==> config.mk <==
export PLATFORM = sky130hd
export DESIGN_NAME = timestamp_text_to_minutes
export DESIGN_NICKNAME = d
export VERILOG_FILES = /design/src/rtl/tsm_pkg.sv /design/src/rtl/tsm_parse.sv /design/src/rtl/tsm_days.sv /design/src/rtl/timestamp_text_to_minutes.sv
export SDC_FILE = /design/constraint.sdc
export NUM_CORES = 1
export LEC_CHECK = 0
export ABC_AREA = 0
export BUFFER_PORTS_ARGS = -buffer_cell sky130_fd_sc_hd__buf_2
export CAP_MARGIN = 0
export CELL_PAD_IN_SITES_DETAIL_PLACEMENT = 1
export CELL_PAD_IN_SITES_GLOBAL_PLACEMENT = 1
export CORE_ASPECT_RATIO = 2
export CORE_MARGIN = 5
export CORE_UTILIZATION = 49
export CTS_BUF_LIST = sky130_fd_sc_hd__clkbuf_4 sky130_fd_sc_hd__clkbuf_8 sky130_fd_sc_hd__clkbuf_16
export DETAILED_ROUTE_END_ITERATION = 10
export PLACE_DENSITY = 0.82
export SLEW_MARGIN = 20
export SYNTH_ARGS = -nofsm -noshare
export SYNTH_HDL_FRONTEND = slang
export SYNTH_SLANG_ARGS = --single-unit
==> constraint.sdc <==
create_clock -name clk -period 8.1 [get_ports clk]
set_clock_uncertainty 0.05 [all_clocks]
set_input_delay 0.81 -clock clk [delete_from_list [all_inputs] [get_ports clk]]
set_output_delay 0.81 -clock clk [all_outputs]
set_load 0.005 [all_outputs]
==> src/rtl/tsm_pkg.sv <==
// Shared types and constants for the timestamp text to minutes block.
// Used by tsm_parse, tsm_days and timestamp_text_to_minutes; no dependencies.
package tsm_pkg;

  localparam int TEXT_LEN   = 19;
  localparam int POS_W      = 5;
  localparam int YEAR_W     = 14;
  localparam int FIELD_W    = 7;
  localparam int HM_W       = 13;
  localparam int DAYS_W     = 23;
  localparam int MINUTES_W  = 34;
  localparam int PIPE_STAGES = 6;

  // Reciprocals for the constant divisions: floor(x / d) == (x * K) >> S
  // over the value ranges that reach each divider.
  localparam logic [15:0] ERA_RECIP = 16'd41944;   // 1/400, shift 24
  localparam int          ERA_SHIFT = 24;
  localparam logic [14:0] DIV5_RECIP = 15'd26215;  // 1/5, shift 17
  localparam int          DIV5_SHIFT = 17;
  localparam logic [9:0]  DIV100_RECIP = 10'd656;  // 1/100, shift 16
  localparam int          DIV100_SHIFT = 16;

  localparam logic [21:0] DAYS_PER_ERA = 22'd146097;
  localparam logic [8:0]  YEARS_PER_ERA = 9'd400;
  localparam logic [8:0]  DAYS_PER_YEAR = 9'd365;
  localparam logic [7:0]  MONTH_DAYS_MUL = 8'd153;
  localparam logic [10:0] MIN_PER_DAY = 11'd1440;
  localparam logic signed [MINUTES_W-1:0] MINUTES_MIN = -34'sd132480;

  // Digit fields collected from one text.
  typedef struct packed {
    logic [YEAR_W-1:0]  year;
    logic [FIELD_W-1:0] month;
    logic [FIELD_W-1:0] day;
    logic [FIELD_W-1:0] hour;
    logic [FIELD_W-1:0] minute;
    logic               ok;
  } fields_t;

  // Day number and time of day, ready for the final scaling.
  typedef struct packed {
    logic [DAYS_W-1:0] days;
    logic [HM_W-1:0]   hm;
    logic              ok;
  } days_t;

endpackage

==> src/rtl/tsm_parse.sv <==
// Character parser: tracks the position in the text and collects the digit fields.
// Depends on tsm_pkg; feeds one fields_t item per text to tsm_days.
module tsm_parse import tsm_pkg::*; (
  input  logic         clk,
  input  logic         rst,
  input  logic         char_valid,
  output logic         char_ready,
  input  logic [7:0]   char_code,
  input  logic         last_char,
  output logic         fld_valid,
  input  logic         fld_ready,
  output fields_t      fld
);

  logic [POS_W-1:0]   position, position_next;
  logic [YEAR_W-1:0]  year_acc, year_acc_next;
  logic [FIELD_W-1:0] month_acc, month_acc_next;
  logic [FIELD_W-1:0] day_acc, day_acc_next;
  logic [FIELD_W-1:0] hour_acc, hour_acc_next;
  logic [FIELD_W-1:0] minute_acc, minute_acc_next;
  logic               bad_digit, bad_digit_next;
  logic               take;
  logic               is_digit;
  logic [3:0]         digit;

  function automatic logic [YEAR_W-1:0] dec_step(input logic [YEAR_W-1:0] acc,
                                                 input logic [3:0] dig);
    dec_step = (acc << 3) + (acc << 1) + YEAR_W'(dig);
  endfunction

  assign char_ready = !fld_valid || fld_ready;
  assign take       = char_valid && char_ready;
  assign is_digit   = (char_code >= 8'h30) && (char_code <= 8'h39);
  assign digit      = char_code[3:0];

  always_comb begin
    position_next   = position;
    year_acc_next   = year_acc;
    month_acc_next  = month_acc;
    day_acc_next    = day_acc;
    hour_acc_next   = hour_acc;
    minute_acc_next = minute_acc;
    bad_digit_next  = bad_digit;
    if (take) begin
      if (position < POS_W'(TEXT_LEN)) begin
        position_next = position + POS_W'(1);
        case (position) inside
          [5'd0:5'd3]: begin
            if (is_digit) year_acc_next = dec_step(year_acc, digit);
            else bad_digit_next = 1'b1;
          end
          5'd5, 5'd6: begin
            if (is_digit) month_acc_next = FIELD_W'(dec_step(YEAR_W'(month_acc), digit));
            else bad_digit_next = 1'b1;
          end
          5'd8, 5'd9: begin
            if (is_digit) day_acc_next = FIELD_W'(dec_step(YEAR_W'(day_acc), digit));
            else bad_digit_next = 1'b1;
          end
          5'd11, 5'd12: begin
            if (is_digit) hour_acc_next = FIELD_W'(dec_step(YEAR_W'(hour_acc), digit));
            else bad_digit_next = 1'b1;
          end
          5'd14, 5'd15: begin
            if (is_digit) minute_acc_next = FIELD_W'(dec_step(YEAR_W'(minute_acc), digit));
            else bad_digit_next = 1'b1;
          end
          default: begin
          end
        endcase
      end
      // The text ends here; start over for the next one.
      if (last_char) begin
        position_next   = '0;
        year_acc_next   = '0;
        month_acc_next  = '0;
        day_acc_next    = '0;
        hour_acc_next   = '0;
        minute_acc_next = '0;
        bad_digit_next  = 1'b0;
      end
    end
  end

  always_ff @(posedge clk) begin
    if (rst) begin
      position   <= '0;
      year_acc   <= '0;
      month_acc  <= '0;
      day_acc    <= '0;
      hour_acc   <= '0;
      minute_acc <= '0;
      bad_digit  <= 1'b0;
      fld_valid  <= 1'b0;
    end else begin
      position   <= position_next;
      year_acc   <= year_acc_next;
      month_acc  <= month_acc_next;
      day_acc    <= day_acc_next;
      hour_acc   <= hour_acc_next;
      minute_acc <= minute_acc_next;
      bad_digit  <= bad_digit_next;
      if (char_ready) fld_valid <= take && last_char;
    end
  end

  // The last character of a complete text sits past every digit position,
  // so the fields are already final when it arrives.
  always_ff @(posedge clk) begin
    if (take && last_char) begin
      fld.year   <= year_acc;
      fld.month  <= month_acc;
      fld.day    <= day_acc;
      fld.hour   <= hour_acc;
      fld.minute <= minute_acc;
      fld.ok     <= (position >= POS_W'(TEXT_LEN - 1)) && !bad_digit;
    end
  end

  a_pos_range: assert property (@(posedge clk) disable iff (rst)
    position <= POS_W'(TEXT_LEN))
    else $error("text position ran past the end of the text");

  a_restart: assert property (@(posedge clk) disable iff (rst)
    take && last_char |=> position == '0 && !bad_digit && year_acc == '0)
    else $error("parser state not cleared after the last character");

endmodule

==> src/rtl/tsm_days.sv <==
// Day-number pipeline: civil date to days since 0000-03-01, plus hour and minute.
// Depends on tsm_pkg; takes fields_t from tsm_parse, gives days_t to the top level.
module tsm_days import tsm_pkg::*; (
  input  logic    clk,
  input  logic    rst,
  input  logic    up_valid,
  output logic    up_ready,
  input  fields_t up,
  output logic    dn_valid,
  input  logic    dn_ready,
  output days_t   dn
);

  logic [PIPE_STAGES-1:0] vld;
  logic [PIPE_STAGES:0]   rdy;

  // Stage 1: year shifted by one era, month index from March, time of day.
  logic [YEAR_W-1:0]  s1_yy;
  logic [FIELD_W-1:0] s1_mp, s1_day;
  logic [HM_W-1:0]    s1_hm;
  logic               s1_ok;
  // Stage 2: era (plus one) and month-start term.
  logic [YEAR_W-1:0]  s2_yy;
  logic [4:0]         s2_era;
  logic [14:0]        s2_t;
  logic [FIELD_W-1:0] s2_day;
  logic [HM_W-1:0]    s2_hm;
  logic               s2_ok;
  // Stage 3: year of era and day of year.
  logic [4:0]         s3_era;
  logic [8:0]         s3_yoe;
  logic [12:0]        s3_doy;
  logic [HM_W-1:0]    s3_hm;
  logic               s3_ok;
  // Stage 4: year days with leap days, and the century correction.
  logic [4:0]         s4_era;
  logic [17:0]        s4_a;
  logic [1:0]         s4_c;
  logic [12:0]        s4_doy;
  logic [HM_W-1:0]    s4_hm;
  logic               s4_ok;
  // Stage 5: day of era and the era offset.
  logic [21:0]        s5_eraterm;
  logic [18:0]        s5_doe;
  logic [HM_W-1:0]    s5_hm;
  logic               s5_ok;

  logic               borrow;
  logic [29:0]        era_prod, q5_prod;
  logic [18:0]        c_prod;
  logic [11:0]        q5;

  // Each stage loads when it is empty or its successor moves on.
  always_comb begin
    rdy[PIPE_STAGES] = dn_ready;
    for (int k = PIPE_STAGES - 1; k >= 0; k--) begin
      rdy[k] = !vld[k] || rdy[k+1];
    end
  end
  assign up_ready = rdy[0];
  assign dn_valid = vld[PIPE_STAGES-1];

  always_ff @(posedge clk) begin
    if (rst) begin
      vld <= '0;
    end else begin
      if (rdy[0]) vld[0] <= up_valid;
      for (int k = 1; k < PIPE_STAGES; k++) begin
        if (rdy[k]) vld[k] <= vld[k-1];
      end
    end
  end

  // January and February count as months of the year before.
  assign borrow   = up.month <= FIELD_W'(2);
  assign era_prod = 30'(s1_yy) * 30'(ERA_RECIP);
  assign q5_prod  = 30'(s2_t) * 30'(DIV5_RECIP);
  assign q5       = 12'(q5_prod >> DIV5_SHIFT);
  assign c_prod   = 19'(s3_yoe) * 19'(DIV100_RECIP);

  always_ff @(posedge clk) begin
    if (rdy[0]) begin
      s1_yy  <= up.year + YEAR_W'(YEARS_PER_ERA) - YEAR_W'(borrow);
      s1_mp  <= borrow ? up.month + FIELD_W'(9) : up.month - FIELD_W'(3);
      s1_day <= up.day;
      s1_hm  <= (HM_W'(up.hour) << 6) - (HM_W'(up.hour) << 2) + HM_W'(up.minute);
      s1_ok  <= up.ok;
    end
    if (rdy[1]) begin
      s2_yy  <= s1_yy;
      s2_era <= 5'(era_prod >> ERA_SHIFT);
      s2_t   <= 15'(s1_mp) * 15'(MONTH_DAYS_MUL) + 15'd2;
      s2_day <= s1_day;
      s2_hm  <= s1_hm;
      s2_ok  <= s1_ok;
    end
    if (rdy[2]) begin
      s3_era <= s2_era;
      s3_yoe <= 9'(s2_yy - YEAR_W'(s2_era) * YEAR_W'(YEARS_PER_ERA));
      s3_doy <= {1'b0, q5} + {6'b0, s2_day} - 13'd1;
      s3_hm  <= s2_hm;
      s3_ok  <= s2_ok;
    end
    if (rdy[3]) begin
      s4_era <= s3_era;
      s4_a   <= 18'(s3_yoe) * 18'(DAYS_PER_YEAR) + 18'(s3_yoe >> 2);
      s4_c   <= 2'(c_prod >> DIV100_SHIFT);
      s4_doy <= s3_doy;
      s4_hm  <= s3_hm;
      s4_ok  <= s3_ok;
    end
    if (rdy[4]) begin
      s5_eraterm <= 22'(s4_era) * DAYS_PER_ERA;
      s5_doe     <= {1'b0, s4_a} - 19'(s4_c) + {{6{s4_doy[12]}}, s4_doy};
      s5_hm      <= s4_hm;
      s5_ok      <= s4_ok;
    end
    if (rdy[5]) begin
      // The era was counted from one era early; take that era back off here.
      dn.days <= {1'b0, s5_eraterm} - {1'b0, DAYS_PER_ERA}
                 + {{(DAYS_W-19){s5_doe[18]}}, s5_doe};
      dn.hm   <= s5_hm;
      dn.ok   <= s5_ok;
    end
  end

endmodule

==> src/rtl/timestamp_text_to_minutes.sv <==
// Top level: timestamp text in, minutes since 0000-03-01 out.
// Depends on tsm_pkg, tsm_parse and tsm_days.
//
//   channel  | handshake                 | payload
//   ---------+---------------------------+--------------------------
//   input    | char_valid / char_ready   | char_code, last_char
//   result   | result_valid / result_ready | minutes, valid_res
//
// One character is taken every cycle while char_ready is high, one result per text.
// The fields register loads on the edge that accepts the item with last_char set;
// six date pipeline stages and then the output register, which also holds the
// final days-to-minutes multiply, follow it before result_valid rises.
// Reset (rst, synchronous) clears the text position, the collected fields
// and every stage valid bit.
// Empty stages close up under a stall, so characters keep flowing until a
// finished text finds every stage ahead of it full.
module timestamp_text_to_minutes import tsm_pkg::*; (
  input  logic                        clk,
  input  logic                        rst,
  input  logic                        char_valid,
  output logic                        char_ready,
  input  logic [7:0]                  char_code,
  input  logic                        last_char,
  output logic                        result_valid,
  input  logic                        result_ready,
  output logic signed [MINUTES_W-1:0] minutes,
  output logic                        valid_res
);

  fields_t fld;
  logic    fld_valid, fld_ready;
  days_t   dd;
  logic    dd_valid, dd_ready;
  logic    out_load;
  logic [MINUTES_W-1:0] scaled;

  tsm_parse u_parse (
    .clk        (clk),
    .rst        (rst),
    .char_valid (char_valid),
    .char_ready (char_ready),
    .char_code  (char_code),
    .last_char  (last_char),
    .fld_valid  (fld_valid),
    .fld_ready  (fld_ready),
    .fld        (fld)
  );

  tsm_days u_days (
    .clk      (clk),
    .rst      (rst),
    .up_valid (fld_valid),
    .up_ready (fld_ready),
    .up       (fld),
    .dn_valid (dd_valid),
    .dn_ready (dd_ready),
    .dn       (dd)
  );

  assign out_load = !result_valid || result_ready;
  assign dd_ready = out_load;
  assign scaled   = {{(MINUTES_W-DAYS_W){dd.days[DAYS_W-1]}}, dd.days}
                    * MINUTES_W'(MIN_PER_DAY) + MINUTES_W'(dd.hm);

  always_ff @(posedge clk) begin
    if (rst) begin
      result_valid <= 1'b0;
    end else if (out_load) begin
      result_valid <= dd_valid;
    end
  end

  always_ff @(posedge clk) begin
    if (out_load) begin
      minutes   <= dd.ok ? $signed(scaled) : '0;
      valid_res <= dd.ok;
    end
  end

  a_zero_invalid: assert property (@(posedge clk) disable iff (rst)
    result_valid && !valid_res |-> minutes == '0)
    else $error("invalid text produced nonzero minutes");

  a_min_bound: assert property (@(posedge clk) disable iff (rst)
    result_valid && valid_res |-> minutes >= MINUTES_MIN)
    else $error("minutes below the smallest reachable value");

endmodule
* Yosys cells after proc, flatten, opt, wreduce, memory -nomap -nowiden
Index checks and enable logic that the tools add are counted.
Word-level totals: register bits after elaboration 411, input bits 13
Cells by class: add/subtract/negate cells 27, multipliers 8, magnitude comparators 7, eq/ne operators 12, mux-type cells 41, reduce and logical (&&, ||, !) cells 41
Operators by type and width (count):
- $mux W7 | 27
- $mux W14 | 4
- $add A34 B13 Y34 | 1
- $mul A34 B6 Y29 const B | 1
- $eq A5 B4 Y1 const B | 6
- $mul A15 B15 Y29 const B | 1
- $add A7 B4 Y7 | 4
- $add A7 B7 Y7 | 4
- $mul A14 B13 Y26 const B | 1
- $add A23 B23 Y23 | 1
- $sub A22 B18 Y23 const B | 1
- $mul A5 B18 Y22 const B | 1
- $add A19 B19 Y19 | 1
- $sub A18 B2 Y19 | 1
- $add A18 B7 Y18 | 1
- $mul A9 B9 Y18 const B | 1
- $add A15 B2 Y15 const B | 1
- $mul A7 B8 Y15 const B | 1
- $add A14 B14 Y14 | 1
- $add A14 B4 Y14 | 1
- $add A14 B9 Y14 const B | 1
- $mul A9 B6 Y14 const B | 1
- $reduce_bool A2 Y1 | 7
- $sub A14 B1 Y14 | 1
- other kinds (32) | 66

* Depth between registers and ports, before layout
depth in word-level cells 11, mapped depth 35

* Hierarchy
From an unflattened synthesis, not the netlist that was laid out.
Second synthesis, totals: cell total of the unflattened synthesis 3276, area total of the unflattened synthesis 35207.5 µm²
Modules (own cells, without submodules):
- tsm_days | instances 1, cells an instance 2240, area each 25006.5 µm², sequential area each 8438.1 µm²
- tsm_parse | instances 1, cells an instance 467, area each 5108.6 µm², sequential area each 2272.2 µm²
- timestamp_text_to_minutes | instances 1, cells an instance 569, area each 5092.4 µm², sequential area each 1071.0 µm²

* Worst setup path before layout
No wires, ideal clock.
path type reg-to-reg, from register u_days.s2_t[12], to register u_days.s3_doy[12], data pin, library setup time 266 ps, arrival 6985 ps, required time 7784 ps, slack 799 ps, stages on the path, launching flop included 32, buffers on the path 0, cell sequence edfxtp_1 > inv_1 > fa_1 > inv_1 > ha_1 > inv_1 > fa_1 > inv_1 > fa_1 > fa_1 > inv_1 > fa_1 > inv_1 > ha_1 > a21o_1 > a221oi_1 > a221oi_1 > o41ai_1 > nor2b_1 > nor2_1 > nor2b_1 > nor2_1 > xor2_1 > ha_1 > inv_1 > ha_1 > a21oi_1 > o21bai_1 > a21oi_1 > o21ai_0 > o41ai_1 > xnor2_1
Between the ends: word-level cells in the longest chain between the ends 3
Ends and longest elaborated chain:
- from (decl) | line tsm_days.sv:25 | logic [14:0] s2_t;
- from (signal assigned) | line tsm_days.sv:92 | s2_t <= 15'(s1_mp) * 15'(MONTH_DAYS_MUL) + 15'd2;
- $mul A15 B15 Y29 | line tsm_days.sv:77 | assign q5_prod = 30'(s2_t) * 30'(DIV5_RECIP);
- $add A12 B7 Y13 | line tsm_days.sv:100 | s3_doy <= {1'b0, q5} + {6'b0, s2_day} - 13'd1;
- $sub A13 B1 Y13 | line tsm_days.sv:100
- to (signal assigned) | line tsm_days.sv:100
- to (decl) | line tsm_days.sv:32 | logic [12:0] s3_doy;
Every way passes these cells. A chain may end at the register's enable or synchronous reset.

* Worst setup path in the final report
from register u_days.s2_t[8], to register u_days.s3_doy[12], data pin
Same word-level chain as after synthesis.

==> impl_metrics.yaml <==
drt:
  vias: 22600
  viasPerCell: 5.49
  drcViolationCount: 0
  drt_first_pass_iters: 5
  wire_per_inst_um: 20.3
  drt-initial-drc-count: 709
  routed_wl_mm: 83.5
  ant_nets: 0
clock_network:
  cts_max_level: 2
  cts_tree: "yes"
  cts_buffers: 40
  cts-root-buf: "clkbuf_16"
  clk_pin_slew_ns: 0.07
  clock_path_buffers: 3
  clock_sinks: 411
  clk_latency_ns: 0.58
  cts_hold_buf: 0
critical_path:
  path_class: "reg2reg"
  path_max_fanout: 4
  cp_slowest_cell: "fa_1"
  end_kind: "flip-flop"
  crit_family: "adder cells"
  worst-endpoint-required_ns: 8.36
  cp.arrival_ns: 8.02
  cp_slowest_stage_delay_ns: 0.57
  worst-path-buf-inv: 5
  startpoint_type: "flip-flop"
timing:
  finalSetupViolCount: 0
  slew_headroom_pct: 29.3
  drv_slew: 0
  finalWorstSetupSlack_ns: 0.344
  hold_viol_final: 0
  finalCritPeriodShare_pct: 95.8
  tightest_slew_ns: 1.06
  layout_min_cycle_time_ns: 7.76
  fmax_ghz: 0.129
  fin_setup_tns_ns: 0
cells_and_area:
  num-fill-cells: 7358
  layout_commonest_cell: "inv_1"
  layout-drive-gt1-share_pct: 5.69
  stdcell_area_um2: 36900
  final_cell_mix: "683 x inv_1, 602 x ha_1, 355 x edfxtp_1, 245 x fa_1, 155 x nor2_1"
  nets: 4045
  fin_util_pct: 53.7
  diodes: 0
  area_delta_synth_final_pct: 8.67
placement:
  dp_slack_ns: 0.0692
  placed_cell_area_um2: 35400
  portBuffers: 49
  gp_congestion: 0.892
  hpwl_mm: 68.4
outcome:
  status: "completed"
synth:
  synth_async_sr_flop_share_pct: 0
  ys.flop_type: "edfxtp_1"
  syn_area_per_cell_um2: 11.0
  ys_seq_elements: 411
  synth_edf_count: 355
  netlist_instances: 3094
  synth_nets: 3954
  ys_seq_area_share_pct: 34.7
  yosys_warnings: 0
  netlist-cell-type-count: 71
  syn_area_um2: 34000
flow_run:
  cap_violations: 0
global_route:
  grt_start_max_net_pins: 62
  grt_usage_pct: 22.3
  grt_antenna_before_repair: 0
  grt_pass1_vias: 26600
  grt_pass1_wl_mm: 134
  grt_overflow: 0
floorplan:
  die_x_um: 196
  die_area_um2: 75000
  initial_core_util_pct: 49.4
  std_cell_rows: 136
  die_h_um: 382
  core_area_um2: 68700
  ioPinCount: 50
worst_hold_path:
  hp-class: "reg2reg"
## per-layer routing
metal  global-route usage (%)  wire length, µm
met5                        0                0
met4                     12.4             5320
met2                     48.2            51200
met3                     2.06             1670
met1                     18.6            25300
## Yosys cell counts, types with 8 or more instances
cell	instances	share of area (%)
and3_1	19	0.35
xnor2_1	145	3.7
clkbuf_1	25	0.28
o21ai_0	61	0.90
nand2_1	75	0.83
and2_1	37	0.68
nand4_1	9	0.17
nand3_1	35	0.52
nor3b_1	12	0.27
o21bai_1	23	0.51
edfxtp_1	355	31
o21ai_1	8	0.12
mux2i_1	12	0.35
a31oi_1	16	0.29
fa_1	245	14
nand2b_1	19	0.35
a22oi_1	16	0.35
a21o_1	44	0.97
nor3_1	58	0.85
inv_1	686	7.6
o211ai_1	8	0.18
ha_1	602	22
o21a_1	22	0.49
dfxtp_1	56	3.3
a21oi_1	129	1.9
a211oi_1	10	0.22
xor2_1	54	1.4
nor2_1	156	1.7
or3_1	9	0.17
nor2b_1	40	0.74
## repair_timing
action	4_1_cts	5_1_grt
gates resized for setup	1	16
buffers inserted	0	7
setup endpoints to repair	1	4
pin swaps	0	2
## cells by family after synthesis
logic type                 count (synthesis)  share of synthesized area (%)
muxes                                     12                          0.354
AOI/OAI and AO/OA                        409                           7.90
adders and majority gates                847                           36.6
and+or+nand+nor                          502                           7.41
DFF                                      411                           34.7
xor gates and xnor gates                 199                           5.13
buffers and inverters                    714                           7.90
## final timing paths
| path | end | start | slack, ns | cells after the start |
|---|---|---|---|---|
| setup / recovery | u_days.s3_doy[12] | u_days.s2_t[8] | 0.34 | 30 |
| hold / removal | u_days.s4_hm[0] | u_days.s3_hm[0] | 0.36 | 0 |
| setup reg to reg | u_days.s3_doy[12] | u_days.s2_t[8] | 0.34 | 30 |
| hold reg to reg | u_days.s4_hm[0] | u_days.s3_hm[0] | 0.36 | 0 |
## flip-flops by register name (all words and copies together) (netlist names), 9 cells and up
| signal | flops |
|---|---|
| u_days.s2_hm | 13 |
| u_parse.year_acc | 14 |
| minutes | 34 |
| u_days.s2_yy | 9 |
| u_days.s5_hm | 13 |
| u_days.dn | 37 |
| u_days.s4_doy | 13 |
| u_days.s1_hm | 13 |
| u_parse.fld | 43 |
| u_days.s5_eraterm | 22 |
| u_days.s5_doe | 19 |
| u_days.s3_doy | 13 |
| u_days.s3_yoe | 9 |
| u_days.s4_hm | 13 |
| u_days.s2_t | 15 |
| u_days.s1_yy | 14 |
| u_days.s3_hm | 13 |
| u_days.s4_a | 18 |
## final cells by class
cell class | count | area [µm²] | area share [%]
clock buffer | 46 | 1080 | 2.92
tap | 897 | 1120 | 3.04
sequential | 411 | 11800 | 31.9
multi-input combinational | 1969 | 19600 | 53.1
inverter | 686 | 2580 | 6.98
timing repair buffer | 77 | 463 | 1.25
clock inverter | 27 | 290 | 0.787
## metrics by stage
step | std cells | hold slack, ns
after floorplan | 3094 | 0.350
after global placement | 4032 | 0.350
after detailed placement | 4032 | 0.355
after CTS | 4105 | 0.355
after global routing | 4113 | 0.379
final | 4113 | 0.357
Power is left out: the tool's default activity adds up to more than one toggle a clock period on the data nets, which glitch-free logic cannot reach.
